File: src/cfc_pkg.sv
// Shared types, constants and the CRC-16 byte update for the frame checker.
`timescale 1ns / 1ps
package cfc_pkg;

    localparam int MAX_FRAME_BYTES = 256;
    localparam int POS_W           = $clog2(MAX_FRAME_BYTES + 1);
    localparam int BYTE_W          = 8;
    localparam int CRC_W           = 16;
    localparam int CFG_IDX_W       = 1;

    localparam logic [CRC_W-1:0] CRC_START = 16'hFFFF;
    localparam logic [CRC_W-1:0] CRC_POLY  = 16'h8408;

    typedef enum logic [CFG_IDX_W-1:0] {
        CFG_STATUS_POSITION = 1'b0,
        CFG_CRC_ERROR_CODE  = 1'b1
    } t_cfg_index;

    typedef enum logic [1:0] {
        FAULT_NONE     = 2'd0,
        FAULT_READER   = 2'd1,
        FAULT_MISMATCH = 2'd2,
        FAULT_SHORT    = 2'd3
    } t_fault;

    typedef struct packed {
        logic [BYTE_W-1:0] data_byte;
        logic              frame_end;
    } t_item;

    typedef struct packed {
        logic             frame_good;
        t_fault           fault_kind;
        logic [CRC_W-1:0] computed_crc;
    } t_verdict;

    // Reflected CRC-16 over one byte, least significant bit first.
    function automatic logic [CRC_W-1:0] crc16_feed(input logic [CRC_W-1:0] crc,
                                                    input logic [BYTE_W-1:0] data);
        logic [CRC_W-1:0] c;
        c = crc ^ {{(CRC_W - BYTE_W){1'b0}}, data};
        for (int k = 0; k < BYTE_W; k++) begin
            if (c[0]) begin
                c = (c >> 1) ^ CRC_POLY;
            end else begin
                c = c >> 1;
            end
        end
        return c;
    endfunction

endpackage

File: src/cfc_in_stage.sv
// Input register that holds one accepted byte until the frame core takes it.
`timescale 1ns / 1ps
module cfc_in_stage (
    input  logic           i_clk,
    input  logic           i_rst_n,
    input  logic           i_valid,
    output logic           o_ready,
    input  cfc_pkg::t_item i_item,
    input  logic           i_take,
    output logic           o_valid,
    output cfc_pkg::t_item o_item
);

    logic           r_valid;
    cfc_pkg::t_item r_item;

    assign o_ready = !r_valid || i_take;
    assign o_valid = r_valid;
    assign o_item  = r_item;

    always_ff @(posedge i_clk) begin
        if (!i_rst_n) begin
            r_valid <= 1'b0;
        end else if (o_ready) begin
            r_valid <= i_valid;
        end
    end

    always_ff @(posedge i_clk) begin
        if (o_ready && i_valid) begin
            r_item <= i_item;
        end
    end

endmodule

File: src/cfc_frame_core.sv
// Frame state (CRC, two-byte delay line, position, status flag) and the verdict logic.
`timescale 1ns / 1ps
module cfc_frame_core (
    input  logic                          i_clk,
    input  logic                          i_rst_n,
    input  logic [cfc_pkg::BYTE_W-1:0]    i_status_position,
    input  logic [cfc_pkg::BYTE_W-1:0]    i_crc_error_code,
    input  logic                          i_valid,
    input  cfc_pkg::t_item                i_item,
    input  logic                          i_out_free,
    output logic                          o_take,
    output logic                          o_res_valid,
    output cfc_pkg::t_verdict             o_verdict
);

    localparam int POS_W = cfc_pkg::POS_W;
    localparam int BW    = cfc_pkg::BYTE_W;

    logic [cfc_pkg::CRC_W-1:0] r_crc, n_crc;
    logic [BW-1:0]             r_held0, n_held0;
    logic [BW-1:0]             r_held1, n_held1;
    logic [POS_W-1:0]          r_pos, n_pos;
    logic                      r_flag, n_flag;

    logic                      flag_hit;
    logic [cfc_pkg::CRC_W-1:0] received;
    cfc_pkg::t_fault           fault;

    // A byte that ends a frame waits until the result register can take its verdict.
    assign o_take      = i_valid && (!i_item.frame_end || i_out_free);
    assign o_res_valid = o_take && i_item.frame_end;

    always_comb begin
        flag_hit = (r_pos < POS_W'(cfc_pkg::MAX_FRAME_BYTES))
                && ({{BW{1'b0}}, r_pos} == {{POS_W{1'b0}}, i_status_position})
                && (i_item.data_byte == i_crc_error_code);
        n_flag  = r_flag | flag_hit;
        n_crc   = (r_pos >= POS_W'(2)) ? cfc_pkg::crc16_feed(r_crc, r_held0) : r_crc;
        n_held0 = r_held1;
        n_held1 = i_item.data_byte;
        n_pos   = (r_pos < POS_W'(cfc_pkg::MAX_FRAME_BYTES)) ? r_pos + POS_W'(1) : r_pos;
    end

    // The last byte carries the high CRC byte and the one before it the low byte.
    always_comb begin
        received = {i_item.data_byte, r_held1};
        if (n_pos < POS_W'(3)) begin
            fault = cfc_pkg::FAULT_SHORT;
        end else if (n_flag) begin
            fault = cfc_pkg::FAULT_READER;
        end else if (received != n_crc) begin
            fault = cfc_pkg::FAULT_MISMATCH;
        end else begin
            fault = cfc_pkg::FAULT_NONE;
        end
        o_verdict.frame_good   = (fault == cfc_pkg::FAULT_NONE);
        o_verdict.fault_kind   = fault;
        o_verdict.computed_crc = n_crc;
    end

    always_ff @(posedge i_clk) begin
        if (!i_rst_n) begin
            r_crc   <= cfc_pkg::CRC_START;
            r_held0 <= '0;
            r_held1 <= '0;
            r_pos   <= '0;
            r_flag  <= 1'b0;
        end else if (o_take) begin
            if (i_item.frame_end) begin
                r_crc   <= cfc_pkg::CRC_START;
                r_held0 <= '0;
                r_held1 <= '0;
                r_pos   <= '0;
                r_flag  <= 1'b0;
            end else begin
                r_crc   <= n_crc;
                r_held0 <= n_held0;
                r_held1 <= n_held1;
                r_pos   <= n_pos;
                r_flag  <= n_flag;
            end
        end
    end

    a_pos_in_range: assert property (@(posedge i_clk) disable iff (!i_rst_n)
        r_pos <= POS_W'(cfc_pkg::MAX_FRAME_BYTES))
        else $error("frame position ran past its saturation value");

    a_frame_end_clears: assert property (@(posedge i_clk) disable iff (!i_rst_n)
        o_res_valid |=> (r_pos == '0) && (r_crc == cfc_pkg::CRC_START) && !r_flag)
        else $error("frame state not cleared after a verdict");

    a_short_keeps_start: assert property (@(posedge i_clk) disable iff (!i_rst_n)
        o_res_valid && (o_verdict.fault_kind == cfc_pkg::FAULT_SHORT)
            |-> (o_verdict.computed_crc == cfc_pkg::CRC_START) && !o_verdict.frame_good)
        else $error("short frame reported a CRC other than the start value");

    a_early_crc_idle: assert property (@(posedge i_clk) disable iff (!i_rst_n)
        (r_pos < POS_W'(2)) |-> (r_crc == cfc_pkg::CRC_START))
        else $error("CRC moved before the delay line was full");

endmodule

File: src/cfc_out_stage.sv
// Result register that holds one verdict until the downstream side takes it.
`timescale 1ns / 1ps
module cfc_out_stage (
    input  logic              i_clk,
    input  logic              i_rst_n,
    input  logic              i_load,
    input  cfc_pkg::t_verdict i_verdict,
    output logic              o_free,
    output logic              o_valid,
    input  logic              i_ready,
    output cfc_pkg::t_verdict o_verdict
);

    logic              r_valid;
    cfc_pkg::t_verdict r_verdict;

    assign o_free    = !r_valid || i_ready;
    assign o_valid   = r_valid;
    assign o_verdict = r_verdict;

    always_ff @(posedge i_clk) begin
        if (!i_rst_n) begin
            r_valid <= 1'b0;
        end else if (o_free) begin
            r_valid <= i_load;
        end
    end

    always_ff @(posedge i_clk) begin
        if (i_load) begin
            r_verdict <= i_verdict;
        end
    end

endmodule

File: src/crc16_frame_checker_unit.sv
// Top level of the CRC-16 response frame checker.
//
//  Channel  Dir  Signals                         Contents
//  s_axis   in   tvalid/tready/tdata/tlast       one frame byte, tlast on the last byte
//  m_axis   out  tvalid/tready/tdata/tuser       one verdict per frame
//  cfg      in   i_cfg_we/i_cfg_index/i_cfg_data register writes, no read-back
//
// One byte a cycle sustained unless a verdict waits on a stalled result; a byte goes
// from the input register through the unrolled 8-bit CRC update to the result
// register, which presents the verdict once the last byte has passed both registers.
// Reset is synchronous and active low and clears all frame state and both stage
// valid bits. A stalled result holds only the byte that ends the next frame; bytes
// inside a frame keep flowing.
`timescale 1ns / 1ps
module crc16_frame_checker_unit (
    input  logic                          i_clk,
    input  logic                          i_rst_n,
    input  logic                          s_axis_tvalid,
    output logic                          s_axis_tready,
    input  logic [7:0]                    s_axis_tdata,  // [7:0] data_byte
    input  logic                          s_axis_tlast,  // frame_end
    output logic                          m_axis_tvalid,
    input  logic                          m_axis_tready,
    output logic [15:0]                   m_axis_tdata,  // [15:0] computed_crc
    output logic [2:0]                    m_axis_tuser,  // [0] frame_good, [2:1] fault_kind
    input  logic                          i_cfg_we,
    input  logic [cfc_pkg::CFG_IDX_W-1:0] i_cfg_index,
    input  logic [7:0]                    i_cfg_data
);

    logic [cfc_pkg::BYTE_W-1:0] r_status_position;
    logic [cfc_pkg::BYTE_W-1:0] r_crc_error_code;

    cfc_pkg::t_item    in_item;
    cfc_pkg::t_item    held_item;
    logic              held_valid;
    logic              take;
    logic              out_free;
    logic              res_valid;
    cfc_pkg::t_verdict core_verdict;
    cfc_pkg::t_verdict out_verdict;

    always_ff @(posedge i_clk) begin
        if (!i_rst_n) begin
            r_status_position <= 8'd3;
            r_crc_error_code  <= 8'd0;
        end else if (i_cfg_we) begin
            case (cfc_pkg::t_cfg_index'(i_cfg_index))
                cfc_pkg::CFG_STATUS_POSITION: r_status_position <= i_cfg_data;
                cfc_pkg::CFG_CRC_ERROR_CODE:  r_crc_error_code  <= i_cfg_data;
                default: ;
            endcase
        end
    end

    assign in_item.data_byte = s_axis_tdata;
    assign in_item.frame_end = s_axis_tlast;

    cfc_in_stage u_in (
        .i_clk   (i_clk),
        .i_rst_n (i_rst_n),
        .i_valid (s_axis_tvalid),
        .o_ready (s_axis_tready),
        .i_item  (in_item),
        .i_take  (take),
        .o_valid (held_valid),
        .o_item  (held_item)
    );

    cfc_frame_core u_core (
        .i_clk             (i_clk),
        .i_rst_n           (i_rst_n),
        .i_status_position (r_status_position),
        .i_crc_error_code  (r_crc_error_code),
        .i_valid           (held_valid),
        .i_item            (held_item),
        .i_out_free        (out_free),
        .o_take            (take),
        .o_res_valid       (res_valid),
        .o_verdict         (core_verdict)
    );

    cfc_out_stage u_out (
        .i_clk     (i_clk),
        .i_rst_n   (i_rst_n),
        .i_load    (res_valid),
        .i_verdict (core_verdict),
        .o_free    (out_free),
        .o_valid   (m_axis_tvalid),
        .i_ready   (m_axis_tready),
        .o_verdict (out_verdict)
    );

    assign m_axis_tdata = out_verdict.computed_crc;
    assign m_axis_tuser = {out_verdict.fault_kind, out_verdict.frame_good};

endmodule
File: config.mk
export PLATFORM = sky130hd
export DESIGN_NAME = crc16_frame_checker_unit
export DESIGN_NICKNAME = d
export VERILOG_FILES = /design/src/cfc_pkg.sv /design/src/cfc_in_stage.sv /design/src/cfc_frame_core.sv /design/src/cfc_out_stage.sv /design/src/crc16_frame_checker_unit.sv
export SDC_FILE = /design/constraint.sdc
export NUM_CORES = 1
export LEC_CHECK = 0
export ABC_AREA = 0
export BUFFER_PORTS_ARGS = -buffer_cell sky130_fd_sc_hd__buf_4
export CAP_MARGIN = 40
export CORE_MARGIN = 1
export CORE_UTILIZATION = 54
export CTS_BUF_LIST = sky130_fd_sc_hd__clkbuf_8
export DETAILED_ROUTE_END_ITERATION = 10
export HOLD_SLACK_MARGIN = 0.1
export PLACE_DENSITY = 0.74
export SLEW_MARGIN = 20
export SYNTH_ARGS = -nofsm -noshare
export SYNTH_HDL_FRONTEND = slang
export SYNTH_SLANG_ARGS = --single-unit
File: constraint.sdc
create_clock -name i_clk -period 4.8 [get_ports i_clk]
set_input_delay 0.72 -clock i_clk [delete_from_list [all_inputs] [get_ports i_clk]]
set_output_delay 0.72 -clock i_clk [all_outputs]
set_load 0.05 [all_outputs]
Yosys cells after proc, flatten, opt, wreduce, memory -nomap -nowiden
Index checks and enable logic that the tools add are counted.
- bits in registers: 88
- input port bits: 23
- output and inout port bits: 21
- logic and storage cells: 64
- add/sub/neg operators: 1
- magnitude comparators: 3
- equality and inequality tests: 3
- muxes and demuxes: 18
- bitwise operators: 11
- reduce and logical (&&, ||, !) cells: 14
- operator list (cell ; count):
    $mux 16 ; 10
    $not 2->3 ; 8
    $mux 9 ; 2
    $mux 8 ; 2
    $ne 16x16->1 ; 1
    $xor 16x8->16 ; 1
    $add 9x1->9 const B ; 1
    $eq 9x8->1 ; 1
    $ge 9x2->1 const B ; 1
    $lt 9x2->1 const B ; 1
    $lt 9x9->1 const B ; 1
    $eq 8x8->1 ; 1
    $mux 2 ; 3
    $logic_and 1x1->1 ; 5
    $reduce_and 2->1 ; 2
    $logic_not 1->1 ; 3
    $logic_or 1x1->1 ; 3
    $logic_not 2->1 ; 1
    $mux 1 ; 1
    $not 1->1 ; 1
    $or 1x1->1 ; 1

Depth between registers and ports, before layout
Gate-level depths: netlist (run 1).
- word-level depth: 23
- mapped depth: 12
- gate-level depth less buffers: 9

Modules after synthesis
Synthesis (run 1) repeated with hierarchy kept, for this count alone.
- cells, all modules: 458
- area total of the unflattened synthesis: 4478.0 µm²
- modules (own cells, without submodules) (module ; times used ; cells an instance ; area each (µm²)):
    cfc_frame_core ; 1 ; 357 ; 2905.3
    crc16_frame_checker_unit ; 1 ; 64 ; 625.6
    cfc_out_stage ; 1 ; 23 ; 619.3
    cfc_in_stage ; 1 ; 14 ; 327.8

Least setup slack after synthesis (run 1)
OpenSTA, ideal clock, no wires.
- path type: register to register
- start: register u_core.r_pos[0]
- end: register u_out.r_verdict, in the netlist u_out.o_verdict[17], data pin
- data arrival time: 2.282 ns
- setup slack: 2.238 ns
- cell stages (with the launch flop): 12
- buffers on the path: 2
- path through: dfxtp_1 clkbuf_1 inv_1 ha_1 nor4_1 and3_1 buf_6 mux2i_1 xor2_1 nand4_1 a2111oi_0 a31oi_1
- RTL lines (what ; RTL line ; source):
    start, declared ; cfc_frame_core.sv:22 ; logic [POS_W-1:0] r_pos, n_pos;
    start signal, assigned ; cfc_frame_core.sv:79 ; r_pos <= n_pos;
    end signal, assigned ; cfc_out_stage.sv:31 ; r_verdict <= i_verdict;
    end, declared ; cfc_out_stage.sv:15 ; cfc_pkg::t_verdict r_verdict;

==> flow_summary.toml, run 1 <==
[sta]
relSlewSlack_pct = 47.6
setup_viol = 0
period_minus_slack_ns = 3.14
max_freq_mhz = 318
finalHoldViolCount = 0
hold_ws_ns = 0.481
drv_slew = 0
rsz0062_at_grt = "no"
tns_ns = 0
skew_ns = 0.00719
fin_crit_sh_pct = 65.5
worstMarginPinSlew_ns = 0.786

[synthesis]
synth_most_common_cell = "nand2_1"
synth_top_area_cell = "dfxtp_1"
ys_seq_area_share_pct = 47.0
synth_top_cell_area_share_pct = 27.6
yosys-top-cells-count = "nand2_1, dfxtp_1, xnor2_1"
yosys_register_bits = 88
syn-cell-area_mm2 = 0.00435
async_flop_share_pct = 0
syn_area_per_cell_um2 = 9.70
dominantRegCellSynth = "dfxtp_1"
synth_cell_types = 46
yosysWarnings = 0
syn-num-nets = 473
synth_area_leaders = "dfxtp_1, edfxtp_1, xnor2_1"
synth-edff-count = 28
netlist_instances = 448

[setup_path]
setup.worst_path.class = "register to register"
cp_max_fo = 24
r2r_cells = 10
r2r_setup_slack_ns = 1.66
path_cells = "inv_1, ha_1, nor4_1, and3_1, buf_4, mux2i_1, xor2_1, nand4_1, a2111oi_0, a31oi_1"
cp_slowest_cell = "a2111oi_0"
required_ns = 4.87
regToRegStartpoint = "u_core.r_pos[0]$_SDFFE_PN0P_"
crit_path_start_kind = "register"
cpPeakStageDelay_ns = 0.56
crit_family = "compound AO/OA/AOI/OAI gates"
path_buf_inv = 2
reg2reg_to = "u_out.o_verdict[17]$_DFFE_PP_"
arrival_ns = 3.22
end_kind = "register"

[clocking]
cts.path.max_buffers = 2
cts_hold_buf = 0
clk-insertion-delay-late_ns = 0.35
clock-sinks = 88
htreeDepth = 3
root_buffer = "clkbuf_8"
clkSlewWorstSetupHoldPaths_ns = 0.09
cts_resized = 0
cts_tree = "done"
postCtsSetupBuffers = 0
cts_buffers = 9

[grt]
grt_start_max_net_pins = 44
antenna_found_initial = 0
grt_pass1_wl_um = 15300
track_usage_pct = 23.3
gr-total-overflow = 0
grt_pass1_vias = 3139

[route]
routed_wl_um = 9140
num_vias = 3248
ant_nets = 0
dr.pass1.iters = 5
drc = 0
dr.first_iter.drc_count = 236
vias_per_cell = 5.58
wl_per_cell_um = 15.7

[layout]
area_growth_pct = 12.8
multi_input_area_mm2 = 0.00208
nets = 500
register_area_mm2 = 0.00204
finish.instance_area_mm2 = 0.00490
fillers = 660
stdcell_count = 582
drive_gt1_share_pct = 15.6
n_antenna_cell = 0

[power]
vdd_drop_max_uv = 238
p_per_area_mw_per_mm2 = 310
leakage_nw = 1.81

[place]
io_buffers = 43
dp.cells = 565
gp_congestion = 0.851
dpl_cell_area_mm2 = 0.00470
dp_hpwl_um = 6620

[run_status]
status = "finished, final reports clean"

[min_path]
hold-path-cell-count = 2
min_to = "r_crc_error_code[1]$_SDFFE_PN0P_"
min_from = "r_crc_error_code[1]$_SDFFE_PN0P_"
min_path_type = "register to register"

[floorplan]
coreArea_mm2 = 0.00777
die_w_um = 91.7
die_h_um = 91.7
initial_utilization_pct = 55.9
rows = 32
die_area_mm2 = 0.00841
num_io_pins = 44

[run]
max-cap-violations = 0
## registers in the layout, indices dropped and copies added, names as in the netlist
| name | cells |
|---|---|
| r_crc_error_code | 8 |
| r_status_position | 8 |
| u_core.n_held0 | 8 |
| u_core.r_crc | 16 |
| u_core.r_flag | 1 |
| u_core.r_held0 | 8 |
| u_core.r_pos | 9 |
| u_in.o_item | 9 |
| u_in.o_valid | 1 |
| u_out.o_valid | 1 |
| u_out.o_verdict | 19 |
## placed cells by master (no fill, tap or decap), drive strengths merged, types with 12 or more instances in the layout
master | netlist | final
a21boi | 35 | 35
buf | 9 | 49
dfxtp | 60 | 60
edfxtp | 28 | 28
inv | 18 | 19
nand2 | 68 | 68
nand3 | 17 | 17
nand3b | 14 | 14
nor2 | 12 | 12
o211ai | 13 | 13
o21ai | 14 | 14
xnor2 | 43 | 43
xor2 | 16 | 16
## worst min-delay path, stage by stage, from the launching register on
cell and delay (ns):
dfxtp_1 0.32, nand2_1 0.05, a21boi_0 0.07
## final cells by class
cell class	instances	area share, %
sequential	88	41.6
multi-input combinational	309	42.4
tap	102	2.60
clock buffer	9	2.53
inverter	18	1.38
timing repair buffer	49	8.01
clock inverter	7	1.45
## power breakdown
group          internal (mW)  switching (mW)  leakage, nW
sequential             0.796          0.0302        0.733
clock                  0.240           0.265       0.0933
combinational         0.0840           0.106        0.980
## kinds of logic (layout without fill, tap and decap cells)
| kind of cell | after synthesis | in the layout | synth area share, % |
|---|---|---|---|
| buffers and inverters | 51 | 83 | 5.24 |
| AOI/OAI and AO/OA | 86 | 86 | 13.6 |
| and+or+nand+nor | 152 | 152 | 17.4 |
| xor gates and xnor gates | 59 | 59 | 13.6 |
| DFF | 88 | 88 | 47.0 |
| adders and majority gates | 2 | 2 | 0.576 |
| muxes | 10 | 10 | 2.59 |
## worst max-delay path by stage
stage	from	endpoint	slack (ns)	depth (start not counted)
floorplan	u_core.r_pos[0]$_SDFFE_PN0P_	u_out.o_verdict[17]$_DFFE_PP_	2.24	11
global placement	u_core.r_pos[0]$_SDFFE_PN0P_	u_out.o_verdict[17]$_DFFE_PP_	1.84	10
detailed placement	u_core.r_pos[0]$_SDFFE_PN0P_	u_out.o_verdict[17]$_DFFE_PP_	1.68	10
CTS	u_core.r_pos[0]$_SDFFE_PN0P_	u_out.o_verdict[17]$_DFFE_PP_	1.66	10
global route	u_core.r_pos[0]$_SDFFE_PN0P_	u_out.o_verdict[17]$_DFFE_PP_	1.41	10
finish	u_core.r_pos[0]$_SDFFE_PN0P_	u_out.o_verdict[17]$_DFFE_PP_	1.66	10
## routing by layer
layer | GRT usage [%] | wire, µm | up-vias
met5 | 0 | 0 | -
met4 | 10.3 | 229 | 0
met3 | 3.07 | 485 | 18
met2 | 37.2 | 4200 | 116
met1 | 31.9 | 4220 | 1529
li1 | - | - | 1585
## per-stage QoR
stage,util [%],power [mW],worst slack (ns)
floorplan,-,0.973,2.24
global placement,60.0,1.02,1.84
detailed placement,60.6,1.03,1.68
CTS,63.1,1.53,1.66
global route,63.1,1.58,1.41
finish,63.1,1.52,1.66
Power figures use the tool's default switching activity.
==> run 2, diff against run 1 <==
PLACE_DENSITY = 0.77   (was 0.74)
clock period = 2.8 ns   (was 4.8 ns; I/O delays follow)
==> flow_summary.toml, run 2 (synthesis gave the netlist of run 1 again) <==
[run_status]
status = "finished, final reports clean"

[sta]
finalHoldViolCount = 0
period_minus_slack_ns = 2.60
fin_crit_sh_pct = 92.8
skew_ns = 0.00817
worstMarginPinSlew_ns = 0.607
max_freq_mhz = 385
rsz0062_at_grt = "no"
relSlewSlack_pct = 59.5
hold_ws_ns = 0.229
post-route-worst-setup-slack_ns = 0.202
setup_viol = 0
drv_slew = 0

[grt]
track_usage_pct = 24.4
grt_pass1_vias = 3108
gr-total-overflow = 0
grt_start_max_net_pins = 44
antenna_found_initial = 0
grt_pass1_wl_um = 15800

[clocking]
clock-sinks = 88
cts_buffers = 9
clk-insertion-delay-late_ns = 0.36
root_buffer = "clkbuf_8"
cts_tree = "done"
cts.path.max_buffers = 2
htreeDepth = 3
clkSlewWorstSetupHoldPaths_ns = 0.09

[layout]
stdcell_count = 603
layout.cells.most_common = "buf_4"
largest_register_ffs = 19
fillers = 638
nets = 521
drive_gt1_share_pct = 19.8
layout_common_cells = "buf_4, nand2_1, dfxtp_1, xnor2_1, a21boi_0"
area_growth_pct = 16.7
n_antenna_cell = 0

[power]
leakage_nw = 1.92
vdd_drop_max_uv = 348
p_total_mw = 2.72
p_per_area_mw_per_mm2 = 537

[floorplan]
coreArea_mm2 = 0.00777
rows = 32
initial_utilization_pct = 55.9
num_io_pins = 44
die_h_um = 91.7
die_w_um = 91.7
die_area_mm2 = 0.00841

[route]
dr.pass1.iters = 4
ant_nets = 0
dr.first_iter.drc_count = 193
vias_per_cell = 5.47
routed_wl_um = 9540
drc = 0
num_vias = 3300
wl_per_cell_um = 15.8

[min_path]
hold-path-cell-count = 1
min_from = "s_axis_tdata[1]"
min_to = "u_in.o_item[2]$_DFFE_PP_"
min_path_type = "input port to register"

[setup_path]
crit_path_start_kind = "register"
r2r_cells = 10
regToRegStartpoint = "u_core.r_pos[0]$_SDFFE_PN0P_"
arrival_ns = 2.69
setup.worst_path.class = "register to register"
r2r_setup_slack_ns = 0.20
required_ns = 2.89
cp_max_fo = 7
reg2reg_to = "u_out.o_verdict[17]$_DFFE_PP_"
end_kind = "register"

[place]
io_buffers = 43
post-place-ws_ns = -0.0710
dp_hpwl_um = 7080
gp_congestion = 0.893
dp.cells = 586

[run]
max-cap-violations = 0
## run 2: cell count changes in the layout (fill, tap and decap cells not counted), sizes merged
cell      change
clkinvlp      -1
clkbuf        +1
bufinv        +1
buf          +20
## run 2: metal layers
layer	up-vias	routed length, µm	global-route usage [%]
met2	123	4510	38.8
li1	1623	-	-
met5	-	0	0
met3	19	538	3.98
met4	0	191	9.51
met1	1535	4310	33.3
## run 2: metrics by stage
stage               utilization, %  area, µm²  TNS (ns)
floorplan                        -       4350         0
global placement              62.2       4830         0
detailed placement            62.2       4830    -0.123
CTS                           65.0       5050         0
global route                  65.3       5070         0
finish                        65.3       5070         0
## run 2: worst max-delay path by stage
stage / from / end / slack [ns] / cells past startpoint
2_1_floorplan: u_core.r_pos[0]$_SDFFE_PN0P_ / u_out.o_verdict[17]$_DFFE_PP_ / 0.24 / 11
3_3_place_gp: u_core.r_pos[0]$_SDFFE_PN0P_ / u_out.o_verdict[17]$_DFFE_PP_ / 0.17 / 9
3_5_place_dp: u_core.r_pos[0]$_SDFFE_PN0P_ / u_out.o_verdict[17]$_DFFE_PP_ / -0.07 / 9
4_1_cts: u_core.r_pos[0]$_SDFFE_PN0P_ / u_out.o_verdict[17]$_DFFE_PP_ / 0.02 / 9
5_1_grt: u_core.r_pos[0]$_SDFFE_PN0P_ / u_out.o_verdict[18]$_DFFE_PP_ / 0.009 / 9
6_report: u_core.r_pos[0]$_SDFFE_PN0P_ / u_out.o_verdict[17]$_DFFE_PP_ / 0.20 / 10
## run 2: repair_timing
item,CTS,global route
hold buffers,0,0
gates resized for setup,1,4
pin swaps,0,0
setup endpoints to repair,2,2
setup buffers,0,0
## run 2: area by class of cell
cell class | count | area (µm²) | share of cell area, %
multi-input combinational | 309 | 2090 | 41.2
clock buffer | 9 | 124 | 2.44
clock inverter | 7 | 95.1 | 1.87
sequential | 88 | 2040 | 40.3
timing repair buffer | 70 | 526 | 10.4
tap | 102 | 128 | 2.52
inverter | 18 | 67.6 | 1.33
## run 2: worst max-delay path: stages (launching register included)
cell and delay, ns:
dfxtp_1 0.34, inv_1 0.06, ha_1 0.19, nor4_1 0.22, and3_4 0.32, buf_4 0.21
mux2i_1 0.31, xor2_1 0.18, nand3_1 0.10, a2111oi_2 0.26, a31oi_1 0.13
## run 2: power breakdown
| group | leakage [nW] | internal [mW] | switching (mW) |
|---|---|---|---|
| logic | 1.08 | 0.161 | 0.186 |
| registers | 0.733 | 1.36 | 0.0534 |
| clock network | 0.110 | 0.504 | 0.454 |
| total | 1.92 | 2.03 | 0.694 |
==> run 3, diff against run 2 <==
GPL_TIMING_DRIVEN = 0   (was default)
==> flow_summary.toml, run 3 (synthesis gave the netlist of run 1 again) <==
[sta]
max_freq_mhz = 380
fin_crit_sh_pct = 94.0
skew_ns = 0.0140
worstMarginPinSlew_ns = 0.597
drv_slew = 0
relSlewSlack_pct = 59.9
hold_ws_ns = 0.229
setup_viol = 0
tns_ns = 0
rsz0062_at_grt = "no"
period_minus_slack_ns = 2.63
finalHoldViolCount = 0

[setup_path]
cp_slowest_cell = "dfxtp_4"
required_ns = 2.89
end_kind = "register"
cpPeakStageDelay_ns = 0.40
path_cells = "inv_1, ha_1, nor4_2, and3_1, buf_6, buf_8, mux2i_4, xor2_1, nand3_1, a2111oi_4, a31oi_1"
cp_max_fo = 10
arrival_ns = 2.72
crit_path_start_kind = "register"
setup.worst_path.class = "register to register"

[route]
dr.first_iter.drc_count = 176
num_vias = 3332
routed_wl_um = 9720
drc = 0
ant_nets = 0
vias_per_cell = 5.46
dr.pass1.iters = 4
wl_per_cell_um = 15.9

[layout]
drive_gt1_share_pct = 18.1
layout.cells.most_common = "nand2_1"
largest_register_ffs = 19
fillers = 663
n_antenna_cell = 0
register_area_mm2 = 0.00205
nets = 528
layout_common_cells = "nand2_1, dfxtp_1, buf_4, xnor2_1, a21boi_0"
finish.instance_area_mm2 = 0.00516
area_growth_pct = 18.9
stdcell_count = 610
multi_input_area_mm2 = 0.00220

[clocking]
root_buffer = "clkbuf_8"
postCtsSetupBuffers = 0
htreeDepth = 3
clk-insertion-delay-late_ns = 0.36
cts_buffers = 9
cts.path.max_buffers = 2
clkSlewWorstSetupHoldPaths_ns = 0.09
cts_tree = "done"
clock-sinks = 88

[power]
p_per_area_mw_per_mm2 = 535
p_total_mw = 2.76
leakage_nw = 1.85
vdd_drop_max_uv = 320

[place]
dp.cells = 595
dp_hpwl_um = 7120
gp_congestion = 0.884
io_buffers = 43
dpl_cell_area_mm2 = 0.00482

[grt]
gr-total-overflow = 0
grt_start_max_net_pins = 18
grt_pass1_wl_um = 16100
antenna_found_initial = 0
track_usage_pct = 24.5
grt_pass1_vias = 3277

[floorplan]
rows = 32
num_io_pins = 44
die_area_mm2 = 0.00841
initial_utilization_pct = 55.9
coreArea_mm2 = 0.00777
die_h_um = 91.7
die_w_um = 91.7

[run_status]
status = "finished, final reports clean"

[min_path]
min_path_type = "input port to register"

[run]
max-cap-violations = 0
-- run 3: cell types whose count changed in the layout (fill, tap and decap cells not counted), moves of 6 or more --
cell      previous run  this run
clkbuf_1             0        22
mux2i_4              1         7
buf_2                0         6
buf_4               69        43
mux2i_1              8         1
-- run 3: layer usage --
layer / track usage, % / wire (µm) / share of wire [%]
met5: 0 / 0 / 0
met4: 9.90 / 225 / 2.3
met3: 3.65 / 595 / 6.1
met2: 40.0 / 4650 / 48
met1: 32.7 / 4250 / 44
-- run 3: path summary, 6_finish.rpt --
path	slack, ns	end	from	cells past startpoint
max reg2reg	0.17	u_out.o_verdict[17]$_DFFE_PP_	u_core.r_pos[0]$_SDFFE_PN0P_	11
min	0.23	u_in.o_item[1]$_DFFE_PP_	s_axis_tdata[0]	1
min reg2reg	0.48	r_status_position[6]$_SDFFE_PN0P_	r_status_position[6]$_SDFFE_PN0P_	2
max	0.17	u_out.o_verdict[17]$_DFFE_PP_	u_core.r_pos[0]$_SDFFE_PN0P_	11
-- run 3: metrics by stage --
stage / utilization [%] / worst slack (ns)
after floorplan: - / 0.238
after global placement: 61.7 / -0.414
after detailed placement: 62.0 / -0.514
after CTS: 65.2 / 0.000425
after global routing: 66.5 / 0.00869
final: 66.5 / 0.167
-- run 3: power breakdown --
part	leakage [nW]	internal, mW	switching (mW)	total (mW)
combinational	1.01	0.156	0.205	0.361
sequential	0.733	1.36	0.0495	1.41
clock	0.111	0.511	0.479	0.989
total	1.85	2.03	0.734	2.76
-- run 3: critical path: cells and delay by family, from the launching register on --
family                   cells  cell delay [ns]
AND/OR/NAND/NOR              3             0.43
buffers and inverters        3             0.43
multiplexers                 1             0.28
adder cells (fa/ha/maj)      1             0.21
flip-flops                   1             0.40
XOR/XNOR                     1             0.17
AO/OA/AOI/OAI                2             0.42
-- run 3: cell type report --
class	count	share of cell area [%]
plain buffers	32	3.03
flip-flops and latches	88	39.6
clock inverters	7	1.91
repair buffers	45	6.64
multi-input cells	309	42.6
well taps	102	2.47
clock buffers	9	2.40
inverters	18	1.31
-- run 3: repair_timing --
action | 4_1_cts | 5_1_grt
setup endpoints to repair | 2 | 2
resized for setup | 8 | 14
hold buffers | 0 | 0
pin swaps | 0 | 1
